### src/lru_pr_pkg.sv
package lru_pr_pkg;

    localparam int FRAMES_DEF    = 8;
    localparam int PAGE_BITS_DEF = 16;

    localparam int CFG_W       = 4;
    localparam int FRAME_IDX_W = 3;
    localparam int FAULT_W     = 32;

    localparam logic [CFG_W-1:0]   CFG_RESET = 4'd8;
    localparam logic [FAULT_W-1:0] FAULT_MAX = '1;

    localparam int STATE_W = 2;
    localparam logic [STATE_W-1:0] ST_IDLE   = 2'd0;
    localparam logic [STATE_W-1:0] ST_SCAN   = 2'd1;
    localparam logic [STATE_W-1:0] ST_UPDATE = 2'd2;

endpackage

### src/lru_pr_req_if.sv
interface lru_pr_req_if #(
    parameter int PAGE_BITS = lru_pr_pkg::PAGE_BITS_DEF
);
    logic                 valid;
    logic                 ready;
    logic [PAGE_BITS-1:0] page_number;

    modport source (output valid, output page_number, input ready);
    modport sink   (input valid, input page_number, output ready);
endinterface

### src/lru_pr_rsp_if.sv
interface lru_pr_rsp_if #(
    parameter int PAGE_BITS = lru_pr_pkg::PAGE_BITS_DEF
);
    logic                                  valid;
    logic                                  ready;
    logic                                  hit;
    logic [lru_pr_pkg::FRAME_IDX_W-1:0]    frame_index;
    logic                                  evicted_valid;
    logic [PAGE_BITS-1:0]                  evicted_page;
    logic [lru_pr_pkg::FAULT_W-1:0]        fault_count;

    modport source (output valid, output hit, output frame_index, output evicted_valid,
                    output evicted_page, output fault_count, input ready);
    modport sink   (input valid, input hit, input frame_index, input evicted_valid,
                    input evicted_page, input fault_count, output ready);
endinterface

### src/lru_pr_cell.sv
module lru_pr_cell #(
    parameter int FRAMES    = lru_pr_pkg::FRAMES_DEF,
    parameter int PAGE_BITS = lru_pr_pkg::PAGE_BITS_DEF,
    parameter int IDX       = 0
) (
    input  logic                          clk,
    input  logic                          rst_n,
    input  logic [lru_pr_pkg::CFG_W-1:0]  cfg,
    input  logic [(FRAMES > 1 ? $clog2(FRAMES) : 1)*5 + PAGE_BITS*2 + 2 - 1:0] rec_in,
    output logic [(FRAMES > 1 ? $clog2(FRAMES) : 1)*5 + PAGE_BITS*2 + 2 - 1:0] rec_out,
    input  logic [(FRAMES > 1 ? $clog2(FRAMES) : 1)*2 + PAGE_BITS + 3 - 1:0]   upd_in
);

    localparam int IW = (FRAMES > 1) ? $clog2(FRAMES) : 1;

    typedef struct packed {
        logic                 found;
        logic [IW-1:0]        hit_idx;
        logic [IW-1:0]        hit_rank;
        logic                 free_found;
        logic [IW-1:0]        free_idx;
        logic [IW-1:0]        best_idx;
        logic [IW-1:0]        best_rank;
        logic [PAGE_BITS-1:0] best_page;
        logic [PAGE_BITS-1:0] page;
    } search_t;

    typedef struct packed {
        logic                 en;
        logic                 load;
        logic                 age_all;
        logic [IW-1:0]        idx;
        logic [IW-1:0]        limit;
        logic [PAGE_BITS-1:0] page;
    } update_t;

    localparam logic [IW-1:0] MY_IDX = IW'(IDX);

    search_t              rin;
    search_t              rec_next;
    search_t              rec_out_reg;
    update_t              upd;
    logic                 active;
    logic                 valid_reg;
    logic [PAGE_BITS-1:0] page_reg;
    logic [IW-1:0]        rank_reg;

    assign rin     = rec_in;
    assign upd     = upd_in;
    assign rec_out = rec_out_reg;
    assign active  = (IDX == 0) || (IDX < int'(cfg));

    always_comb
    begin
        rec_next = rin;
        if (active && valid_reg && page_reg == rin.page && !rin.found)
        begin
            rec_next.found    = 1'b1;
            rec_next.hit_idx  = MY_IDX;
            rec_next.hit_rank = rank_reg;
        end
        if (active && !valid_reg && !rin.free_found)
        begin
            rec_next.free_found = 1'b1;
            rec_next.free_idx   = MY_IDX;
        end
        if (active && (IDX == 0 || (valid_reg && rank_reg > rin.best_rank)))
        begin
            rec_next.best_idx  = MY_IDX;
            rec_next.best_rank = rank_reg;
            rec_next.best_page = page_reg;
        end
    end

    always_ff @(posedge clk)
    begin
        rec_out_reg <= rec_next;
    end

    always_ff @(posedge clk or negedge rst_n)
    begin
        if (!rst_n)
        begin
            valid_reg <= 1'b0;
        end
        else if (upd.en && upd.load && upd.idx == MY_IDX)
        begin
            valid_reg <= 1'b1;
        end
    end

    always_ff @(posedge clk)
    begin
        if (upd.en)
        begin
            if (upd.idx == MY_IDX)
            begin
                rank_reg <= '0;
                if (upd.load)
                begin
                    page_reg <= upd.page;
                end
            end
            else if (valid_reg && (upd.age_all || rank_reg < upd.limit))
            begin
                rank_reg <= rank_reg + 1'b1;
            end
        end
    end

endmodule

### src/lru_page_replacement_top.sv
// Channel  Role     Handshake     Payload
// req      sink     valid/ready   page_number
// rsp      source   valid/ready   hit, frame_index, evicted_valid, evicted_page, fault_count
// cfg      write    cfg_wr_en     cfg_wr_data (frames_in_use)
//
// A reference is captured, then its search record passes down the chain of frame cells,
// and then the update is committed.
// rst_n clears all frames to empty, the fault count to zero and frames_in_use to 8.
// A result waits in the output register; the update stalls while it is not taken.
module lru_page_replacement_top #(
    parameter int FRAMES    = lru_pr_pkg::FRAMES_DEF,
    parameter int PAGE_BITS = lru_pr_pkg::PAGE_BITS_DEF
) (
    input  logic                          clk,
    input  logic                          rst_n,
    input  logic                          cfg_wr_en,
    input  logic [lru_pr_pkg::CFG_W-1:0]  cfg_wr_data,
    lru_pr_req_if.sink                    req,
    lru_pr_rsp_if.source                  rsp
);

    localparam int IW    = (FRAMES > 1) ? $clog2(FRAMES) : 1;
    localparam int REC_W = IW * 5 + PAGE_BITS * 2 + 2;
    localparam int UPD_W = IW * 2 + PAGE_BITS + 3;
    localparam logic [IW-1:0] LAST_CNT = IW'(FRAMES - 1);

    typedef struct packed {
        logic                 found;
        logic [IW-1:0]        hit_idx;
        logic [IW-1:0]        hit_rank;
        logic                 free_found;
        logic [IW-1:0]        free_idx;
        logic [IW-1:0]        best_idx;
        logic [IW-1:0]        best_rank;
        logic [PAGE_BITS-1:0] best_page;
        logic [PAGE_BITS-1:0] page;
    } search_t;

    typedef struct packed {
        logic                 en;
        logic                 load;
        logic                 age_all;
        logic [IW-1:0]        idx;
        logic [IW-1:0]        limit;
        logic [PAGE_BITS-1:0] page;
    } update_t;

    logic [lru_pr_pkg::CFG_W-1:0]   cfg_reg;
    logic [lru_pr_pkg::STATE_W-1:0] state_reg;
    logic [lru_pr_pkg::STATE_W-1:0] state_next;
    logic [IW-1:0]                  cnt_reg;
    search_t                        seed_reg;
    search_t                        seed_next;
    logic [REC_W-1:0]               chain [FRAMES+1];
    search_t                        fin;
    update_t                        upd;
    logic                           commit;
    logic                           evict;
    logic [lru_pr_pkg::FAULT_W-1:0] fault_reg;
    logic [lru_pr_pkg::FAULT_W-1:0] fault_next;

    logic                                  out_valid_reg;
    logic                                  out_hit_reg;
    logic [lru_pr_pkg::FRAME_IDX_W-1:0]    out_idx_reg;
    logic                                  out_ev_valid_reg;
    logic [PAGE_BITS-1:0]                  out_ev_page_reg;
    logic [lru_pr_pkg::FAULT_W-1:0]        out_fault_reg;

    always_ff @(posedge clk or negedge rst_n)
    begin
        if (!rst_n)
        begin
            cfg_reg <= lru_pr_pkg::CFG_RESET;
        end
        else if (cfg_wr_en)
        begin
            cfg_reg <= cfg_wr_data;
        end
    end

    assign req.ready = (state_reg == lru_pr_pkg::ST_IDLE);
    assign commit    = (state_reg == lru_pr_pkg::ST_UPDATE) && (!out_valid_reg || rsp.ready);

    always_comb
    begin
        state_next = state_reg;
        unique case (state_reg)
            lru_pr_pkg::ST_IDLE:
            begin
                if (req.valid)
                begin
                    state_next = lru_pr_pkg::ST_SCAN;
                end
            end
            lru_pr_pkg::ST_SCAN:
            begin
                if (cnt_reg == LAST_CNT)
                begin
                    state_next = lru_pr_pkg::ST_UPDATE;
                end
            end
            lru_pr_pkg::ST_UPDATE:
            begin
                if (commit)
                begin
                    state_next = lru_pr_pkg::ST_IDLE;
                end
            end
            default:
            begin
                state_next = lru_pr_pkg::ST_IDLE;
            end
        endcase
    end

    always_ff @(posedge clk or negedge rst_n)
    begin
        if (!rst_n)
        begin
            state_reg <= lru_pr_pkg::ST_IDLE;
            cnt_reg   <= '0;
        end
        else
        begin
            state_reg <= state_next;
            if (state_reg == lru_pr_pkg::ST_SCAN && cnt_reg != LAST_CNT)
            begin
                cnt_reg <= cnt_reg + 1'b1;
            end
            else
            begin
                cnt_reg <= '0;
            end
        end
    end

    always_comb
    begin
        seed_next      = '0;
        seed_next.page = req.page_number;
    end

    always_ff @(posedge clk)
    begin
        if (req.valid && req.ready)
        begin
            seed_reg <= seed_next;
        end
    end

    assign chain[0] = seed_reg;

    for (genvar g = 0; g < FRAMES; g++)
    begin : g_cell
        lru_pr_cell #(
            .FRAMES    (FRAMES),
            .PAGE_BITS (PAGE_BITS),
            .IDX       (g)
        ) u_cell (
            .clk     (clk),
            .rst_n   (rst_n),
            .cfg     (cfg_reg),
            .rec_in  (chain[g]),
            .rec_out (chain[g+1]),
            .upd_in  (UPD_W'(upd))
        );
    end

    assign fin   = chain[FRAMES];
    assign evict = !fin.found && !fin.free_found;

    always_comb
    begin
        upd         = '0;
        upd.en      = commit;
        upd.load    = !fin.found;
        upd.page    = fin.page;
        if (fin.found)
        begin
            upd.idx   = fin.hit_idx;
            upd.limit = fin.hit_rank;
        end
        else if (fin.free_found)
        begin
            upd.idx     = fin.free_idx;
            upd.age_all = 1'b1;
        end
        else
        begin
            upd.idx   = fin.best_idx;
            upd.limit = fin.best_rank;
        end
    end

    always_comb
    begin
        fault_next = fault_reg;
        if (!fin.found && fault_reg != lru_pr_pkg::FAULT_MAX)
        begin
            fault_next = fault_reg + 1'b1;
        end
    end

    always_ff @(posedge clk or negedge rst_n)
    begin
        if (!rst_n)
        begin
            fault_reg     <= '0;
            out_valid_reg <= 1'b0;
        end
        else if (commit)
        begin
            fault_reg     <= fault_next;
            out_valid_reg <= 1'b1;
        end
        else if (rsp.ready)
        begin
            out_valid_reg <= 1'b0;
        end
    end

    always_ff @(posedge clk)
    begin
        if (commit)
        begin
            out_hit_reg      <= fin.found;
            out_idx_reg      <= lru_pr_pkg::FRAME_IDX_W'(upd.idx);
            out_ev_valid_reg <= evict;
            out_ev_page_reg  <= evict ? fin.best_page : '0;
            out_fault_reg    <= fault_next;
        end
    end

    assign rsp.valid         = out_valid_reg;
    assign rsp.hit           = out_hit_reg;
    assign rsp.frame_index   = out_idx_reg;
    assign rsp.evicted_valid = out_ev_valid_reg;
    assign rsp.evicted_page  = out_ev_page_reg;
    assign rsp.fault_count   = out_fault_reg;

`ifndef NO_ASSERTIONS
    a_out_after_update: assert property (@(posedge clk) disable iff (!rst_n)
        $rose(out_valid_reg) |-> $past(state_reg == lru_pr_pkg::ST_UPDATE))
        else $error("result raised without an update commit");

    a_hit_no_evict: assert property (@(posedge clk) disable iff (!rst_n)
        out_valid_reg |-> !(out_hit_reg && out_ev_valid_reg))
        else $error("hit reported together with an eviction");

    a_fault_monotonic: assert property (@(posedge clk) disable iff (!rst_n)
        fault_reg >= $past(fault_reg))
        else $error("fault count decreased");

    a_miss_counts: assert property (@(posedge clk) disable iff (!rst_n)
        (commit && !fin.found && fault_reg != lru_pr_pkg::FAULT_MAX)
        |=> fault_reg == $past(fault_reg) + 1'b1)
        else $error("miss did not advance fault count");
`endif

endmodule

### src/flat_wrapper.sv
// flat-port wrapper written by rule: the top's interface ports become plain ports
module lru_page_replacement_top_flat 
#(
    parameter int FRAMES    = lru_pr_pkg::FRAMES_DEF,
    parameter int PAGE_BITS = lru_pr_pkg::PAGE_BITS_DEF
)
  (clk, rst_n, cfg_wr_en, cfg_wr_data, req_valid, req_page_number, req_ready, rsp_valid, rsp_hit, rsp_frame_index, rsp_evicted_valid, rsp_evicted_page, rsp_fault_count, rsp_ready);
  lru_pr_req_if #(.PAGE_BITS(PAGE_BITS)) req_i ();
  lru_pr_rsp_if #(.PAGE_BITS(PAGE_BITS)) rsp_i ();
  input  logic clk;
  input  logic rst_n;
  input  logic cfg_wr_en;
  input  logic [lru_pr_pkg::CFG_W-1:0] cfg_wr_data;
  input wire logic [$bits(req_i.valid)-1:0] req_valid;
  input wire logic [$bits(req_i.page_number)-1:0] req_page_number;
  output wire logic [$bits(req_i.ready)-1:0] req_ready;
  output wire logic [$bits(rsp_i.valid)-1:0] rsp_valid;
  output wire logic [$bits(rsp_i.hit)-1:0] rsp_hit;
  output wire logic [$bits(rsp_i.frame_index)-1:0] rsp_frame_index;
  output wire logic [$bits(rsp_i.evicted_valid)-1:0] rsp_evicted_valid;
  output wire logic [$bits(rsp_i.evicted_page)-1:0] rsp_evicted_page;
  output wire logic [$bits(rsp_i.fault_count)-1:0] rsp_fault_count;
  input wire logic [$bits(rsp_i.ready)-1:0] rsp_ready;
  assign req_i.valid = req_valid;
  assign req_i.page_number = req_page_number;
  assign req_ready = req_i.ready;
  assign rsp_valid = rsp_i.valid;
  assign rsp_hit = rsp_i.hit;
  assign rsp_frame_index = rsp_i.frame_index;
  assign rsp_evicted_valid = rsp_i.evicted_valid;
  assign rsp_evicted_page = rsp_i.evicted_page;
  assign rsp_fault_count = rsp_i.fault_count;
  assign rsp_i.ready = rsp_ready;
  lru_page_replacement_top #(.FRAMES(FRAMES), .PAGE_BITS(PAGE_BITS)) u_core (.clk(clk), .rst_n(rst_n), .cfg_wr_en(cfg_wr_en), .cfg_wr_data(cfg_wr_data), .req(req_i), .rsp(rsp_i));
endmodule
### config.mk
export PLATFORM = sky130hd
export DESIGN_NAME = lru_page_replacement_top_flat
export DESIGN_NICKNAME = d
export VERILOG_FILES = /design/src/lru_pr_pkg.sv /design/src/lru_pr_req_if.sv /design/src/lru_pr_rsp_if.sv /design/src/lru_pr_cell.sv /design/src/lru_page_replacement_top.sv /design/src/flat_wrapper.sv
export SDC_FILE = /design/constraint.sdc
export NUM_CORES = 1
export LEC_CHECK = 0
export ABC_AREA = 1
export ABC_CLOCK_PERIOD_IN_PS = 3950
export BUFFER_PORTS_ARGS = -buffer_cell sky130_fd_sc_hd__clkbuf_2
export CORE_UTILIZATION = 45
export CTS_CLUSTER_DIAMETER = 60
export DETAILED_ROUTE_END_ITERATION = 12
export PLACE_DENSITY = 0.69
export SLEW_MARGIN = 20
export SYNTH_ARGS = -nofsm -noshare
export SYNTH_HDL_FRONTEND = slang
export SYNTH_HIERARCHICAL = 1
export SYNTH_SLANG_ARGS = --single-unit
### constraint.sdc
create_clock -name clk -period 3.95 [get_ports clk]
set_input_delay 0.5925 -clock clk [delete_from_list [all_inputs] [get_ports clk]]
set_output_delay 0.5925 -clock clk [all_outputs]
set_load 0.01 [all_outputs]
After elaboration in Yosys (flattened, before gate mapping)
Cells that the tools add are included.
- equal/unequal tests: 23
- add/subtract/negate cells: 10
- bitwise logic cells: 1
- reduce and logical (&&, ||, !) cells: 133
- muxes and demuxes: 35
- order comparisons: 22
- operator list (operator ; number):
    16-bit == test ; 8
    19-bit two-way mux ; 6
    1-bit logical AND ; 72
    3-bit two-way mux ; 18
    32-bit by 1-bit adder with 32-bit output, second input constant ; 1
    32-bit two-way mux ; 1
    32-bit != test, second input constant ; 1
    3-bit by 1-bit adder with 3-bit output, second input constant ; 9
    3-bit AND reduction ; 9
    1-bit logical NOT ; 24
    3-bit less-than comparator ; 8
    3-bit > comparator ; 7
    20-bit two-way mux ; 1
    2-bit nonzero test ; 9
    3-bit by 4-bit less-than comparator with 1-bit output, first input constant ; 4
    2-bit AND reduction ; 8
    3-bit == test, second input constant ; 5
    1-bit logical OR ; 9
    2-bit by 4-bit less-than comparator with 1-bit output, first input constant ; 2
    3-bit by 2-bit == test with 1-bit output, second input constant ; 2
    2-bit two-way mux ; 3
    6-bit two-way mux ; 1
    2-bit case mux with 3 select lines ; 1
    1-bit by 4-bit less-than comparator with 1-bit output, first input constant ; 1
    10 further kinds ; 14
- bits in registers: 642
- input port bits: 25
- output and inout bits: 55

Depth between registers and ports, before layout
- depth in word-level cells: 7
- gate-level depth with buffers: 12

Cells and area by module
The synthesis kept the hierarchy.
- modules (own cells, without submodules) (module ; instances ; area each (um^2) ; cells an instance):
    lru_page_replacement_top ; 1 ; 5427.7 ; 614
    lru_pr_cell at u_core.g_cell[4].u_cell ; 1 ; 2613.8 ; 271
    lru_pr_cell at u_core.g_cell[5].u_cell ; 1 ; 2585.0 ; 281
    lru_pr_cell at u_core.g_cell[2].u_cell ; 1 ; 2558.7 ; 269
    lru_pr_cell at u_core.g_cell[6].u_cell ; 1 ; 2549.9 ; 283
    lru_pr_cell at u_core.g_cell[1].u_cell ; 1 ; 2498.6 ; 269
    lru_pr_cell at u_core.g_cell[7].u_cell ; 1 ; 2463.6 ; 262
    lru_pr_cell at u_core.g_cell[3].u_cell ; 1 ; 2458.6 ; 254
    lru_pr_cell at u_core.g_cell[0].u_cell ; 1 ; 2144.6 ; 196

Least setup slack after synthesis
Ideal clock, no wire load.
- path kind: input to register
- from: in rsp_ready
- to: reg u_core.g_cell[0].u_cell.page_reg[0], enable pin
- slack: -0.036 ns
- cell stages on the path: 7
- arrival: 3.621 ns
- required time: 3.584 ns
- cell sequence: nor2_1 -> inv_1 -> nand2_1 -> inv_1 -> buf_1 -> nand3_1 -> inv_1
- cells in the longest elaborated chain, start to end: 3
- RTL lines (what ; line ; text):
    from (decl) ; flat_wrapper.sv:23 ; input wire logic [$bits(rsp_i.ready)-1:0] rsp_ready;
    1-bit logical OR ; lru_page_replacement_top.sv:82 ; assign commit = (state_reg == lru_pr_pkg::ST_UPDATE) && (!out_valid_reg || rsp.ready);
    1-bit logical AND ; lru_page_replacement_top.sv:82 ;
    named net u_core.commit ; lru_page_replacement_top.sv:57 ; logic commit;
    3-bit AND reduction (no source line) ; - ;
    to (signal assigned) ; lru_pr_cell.sv:101 ; page_reg <= upd.page;
    to (decl) ; lru_pr_cell.sv:45 ; logic [PAGE_BITS-1:0] page_reg;
The timed path passes the listed nets, and every way through them passes these cells.
A chain may end at the register's enable or synchronous reset.

==> impl_metrics.csv <==
group,metric,value,unit
synth,syn_area,25300,sq um
hold_path,hold_class,"in2reg",
routing,vias,16740,
clocking,cts_inserted_buffers,66,
clocking,cts_setup_buffers,0,
synth,synth.top_cell.area_share,30.8,%
critical_path,cp-end-kind,"flip-flop",
power,power.leakage,13.5,nW
power,power.internal,12.1,mW
cells_and_area,n_antenna_cell,0,
sta,fin_crit,3.25,ns
cells_and_area,fill_cells,4878,
routing,vias_per_cell,4.62,
placement,place_inst,3500,
clocking,cts_root_buf,"clkbuf_16",
floorplan,dieArea,57200,sq um
sta,hold_violations,0,
sta,finalClockSkew,0.0221,ns
clocking,cts-resized-gates,0,
cells_and_area,postLayoutCoreUtil,51.8,%
power,cellPowerDensity,565,nW/um^2
global_routing,grt_usage,18.3,%
synth,yosysUniqueCellTypes,52,
cells_and_area,syn_to_final_growth,13.2,%
synth,ys_seq_elements,660,
sta,rsz0062_at_grt,"false",
sta,tightest_slew,0.987,ns
floorplan,die_y,239,um
floorplan,die_x,239,um
critical_path,critPathRequiredTime,4.18,ns
power,peakVddDrop,0.000298,V
global_routing,grt_max_degree,57,
power,swShare,24.9,%
synth,synth_warnings,6,
sta,slew_headroom,34.0,%
placement,hpwl,38.6,mm
floorplan,core_area,55300,sq um
clocking,cts_tree,"built",
power,power.switching,4.03,mW
cells_and_area,drive_gt1_share,11.7,%
cells_and_area,final_cell_mix,"878 x nand2_1, 401 x inv_1, 389 x dfxtp_1",
synth,synth_cells,2699,
placement,io_buffer_count,79,
job,cap_violations,0,
cells_and_area,layout_commonest_cell,"nand2_1",
critical_path,worstPathArrival,3.48,ns
floorplan,ios,80,
synth,synth_area_leaders,"dfxtp_1 31%, edfxtp_1 26%, nand2_1 13%, inv_1 6.0%, dfrtp_1 4.8%",
clocking,clkSinkCount,660,
clocking,cts_hold_buf,1,
global_routing,grt_pass1_vias,16296,
routing,detail_route.wl_per_cell,14.2,um
sta,fin_tns_setup,0,ns
sta,holdWs,0.168,ns
global_routing,grt_antenna_before_repair,0,
routing,drtAntennaViolNets,0,
global_routing,gr-total-overflow,0,
routing,drc,0,
cells_and_area,largest_reg_flops,389,
critical_path,critPathKind,"reg2reg",
sta,setup_viol,0,
sta,report.final.slew_viol_count,0,
sta,final.period_utilization,82.2,%
routing,wirelength,51.5,mm
floorplan,initial_core_util,45.7,%
power,power_frac_seq,51.0,%
clocking,htree_levels,3,
critical_path,critPathMaxFanout,16,
synth,yosys.area.top_type,"dfxtp_1",
cells_and_area,nNetsFinal,2894,
placement,routabilityCongestion,0.919,
run_status,status,"finished clean",
synth,ys_seq_area_share,62.0,%
clocking,clk_pin_slew_worst_paths,0.06,ns
floorplan,rows,86,
sta,maxClockFrequency,308,MHz
clocking,cts.path.max_buffers,3,
power,comb_power_share,10.3,%
clocking,clock_latency,0.60,ns
synth,syn_avg_cell_area,9.37,sq um
global_routing,grt_pass1_wl,83.0,mm
critical_path,startpoint_type,"flip-flop",
power,clockPowerShare,38.8,%
routing,dr.pass1.iters,5,
cells_and_area,layout.cells.non_filler,3622,
routing,drt-initial-drc-count,1235,
-- critical path: stages, from the launching register on --
cell	delay, ns
dfxtp_1	0.32
inv_1	0.04
nor2_1	0.73
nand2_1	0.11
nand3_1	0.27
inv_1	0.08
nor3_1	0.57
nand3_1	0.22
inv_1	0.52
-- cell usage after synthesis (all sizes together) --
cell,n
o21ai,97
edfxtp,221
xnor2,21
mux2,4
conb,2
ha,48
nand4,38
a32oi,1
a31oi,2
xor2,12
dfrtp,49
nand3b,4
buf,46
o21a,10
dfstp,1
dfxtp,389
clkinv,2
nand2,891
o211ai,2
a22o,3
o21bai,1
and2,22
nor3,11
a21oi,28
clkbuf,5
a21boi,2
inv,428
nand3,143
nor2,205
or2,11
-- through the flow --
stage	cell area [sq um]	power, mW	worst slack [ns]
after floorplan	25400	9.54	0.0602
after global placement	26400	9.96	0.951
after detailed placement	26400	10.0	0.809
after CTS	28600	16.3	0.817
after global routing	28600	16.9	0.535
final	28600	16.2	0.702
-- metal layers --
metal / GRT usage (%) / routed length, um / share of wire (%)
met3: 3.16 / 2220 / 4.3
met1: 23.6 / 23400 / 45
met5: 0 / 0 / 0
met4: 6.99 / 1660 / 3.2
met2: 30.8 / 24200 / 47
-- layout make-up --
type	count	area, sq um	share of cell area (%)
flip-flops and latches	660	15700	54.7
multi-input cells	1572	7700	26.9
clock buffers	96	1920	6.69
inverters	430	1620	5.64
well taps	748	936	3.27
repair buffers	91	488	1.70
clock inverters	25	300	1.05
-- power groups by stage --
stage	clock (mW)	sequential, mW	combinational [mW]
global placement	0	8.37	1.58
floorplan	0	8.21	1.33
CTS	6.41	8.25	1.67
detailed placement	0	8.39	1.66
finish	6.27	8.24	1.66
global route	6.70	8.32	1.90
-- path summary, 6_finish.rpt --
path / endpoint / slack (ns) / start / depth (start not counted)
min in group asynchronous: u_core/fault_reg[17]$_DFFE_PN0P_ / 0.47 / rst_n / 2
max reg2reg: u_core/g_cell[1].u_cell/page_reg[7]$_DFFE_PP_ / 0.70 / u_core/g_cell[7].u_cell/rec_out[41]$_SDFF_PP1_ / 8
min: u_core/chain[405]$_DFFE_PP_ / 0.17 / req_page_number[13] / 1
max: u_core/g_cell[1].u_cell/page_reg[7]$_DFFE_PP_ / 0.70 / u_core/g_cell[7].u_cell/rec_out[41]$_SDFF_PP1_ / 8
min reg2reg: u_core/g_cell[5].u_cell/rec_out[10]$_DFF_P_ / 0.36 / u_core/g_cell[4].u_cell/rec_out[10]$_DFF_P_ / 0
max in group asynchronous: u_core/g_cell[1].u_cell/valid_reg$_DFFE_PN0P_ / 2.59 / rst_n / 3
-- logic make-up (layout without fill, tap and decap cells) --
family                   count (synthesis)  after routing  synth area share, %
AND/OR/NAND/NOR                       1325           1325                 22.8
flip-flops                             660            660                 62.0
buffers and inverters                  481            642                 7.80
AO/OA/AOI/OAI                          146            146                 3.73
adder cells (fa/ha/maj)                 48             48                 2.37
XOR/XNOR                                33             33                 1.14
multiplexers                             4              4                0.178
other                                    2             16               0.0297
Power figures use the tool's default switching activity.
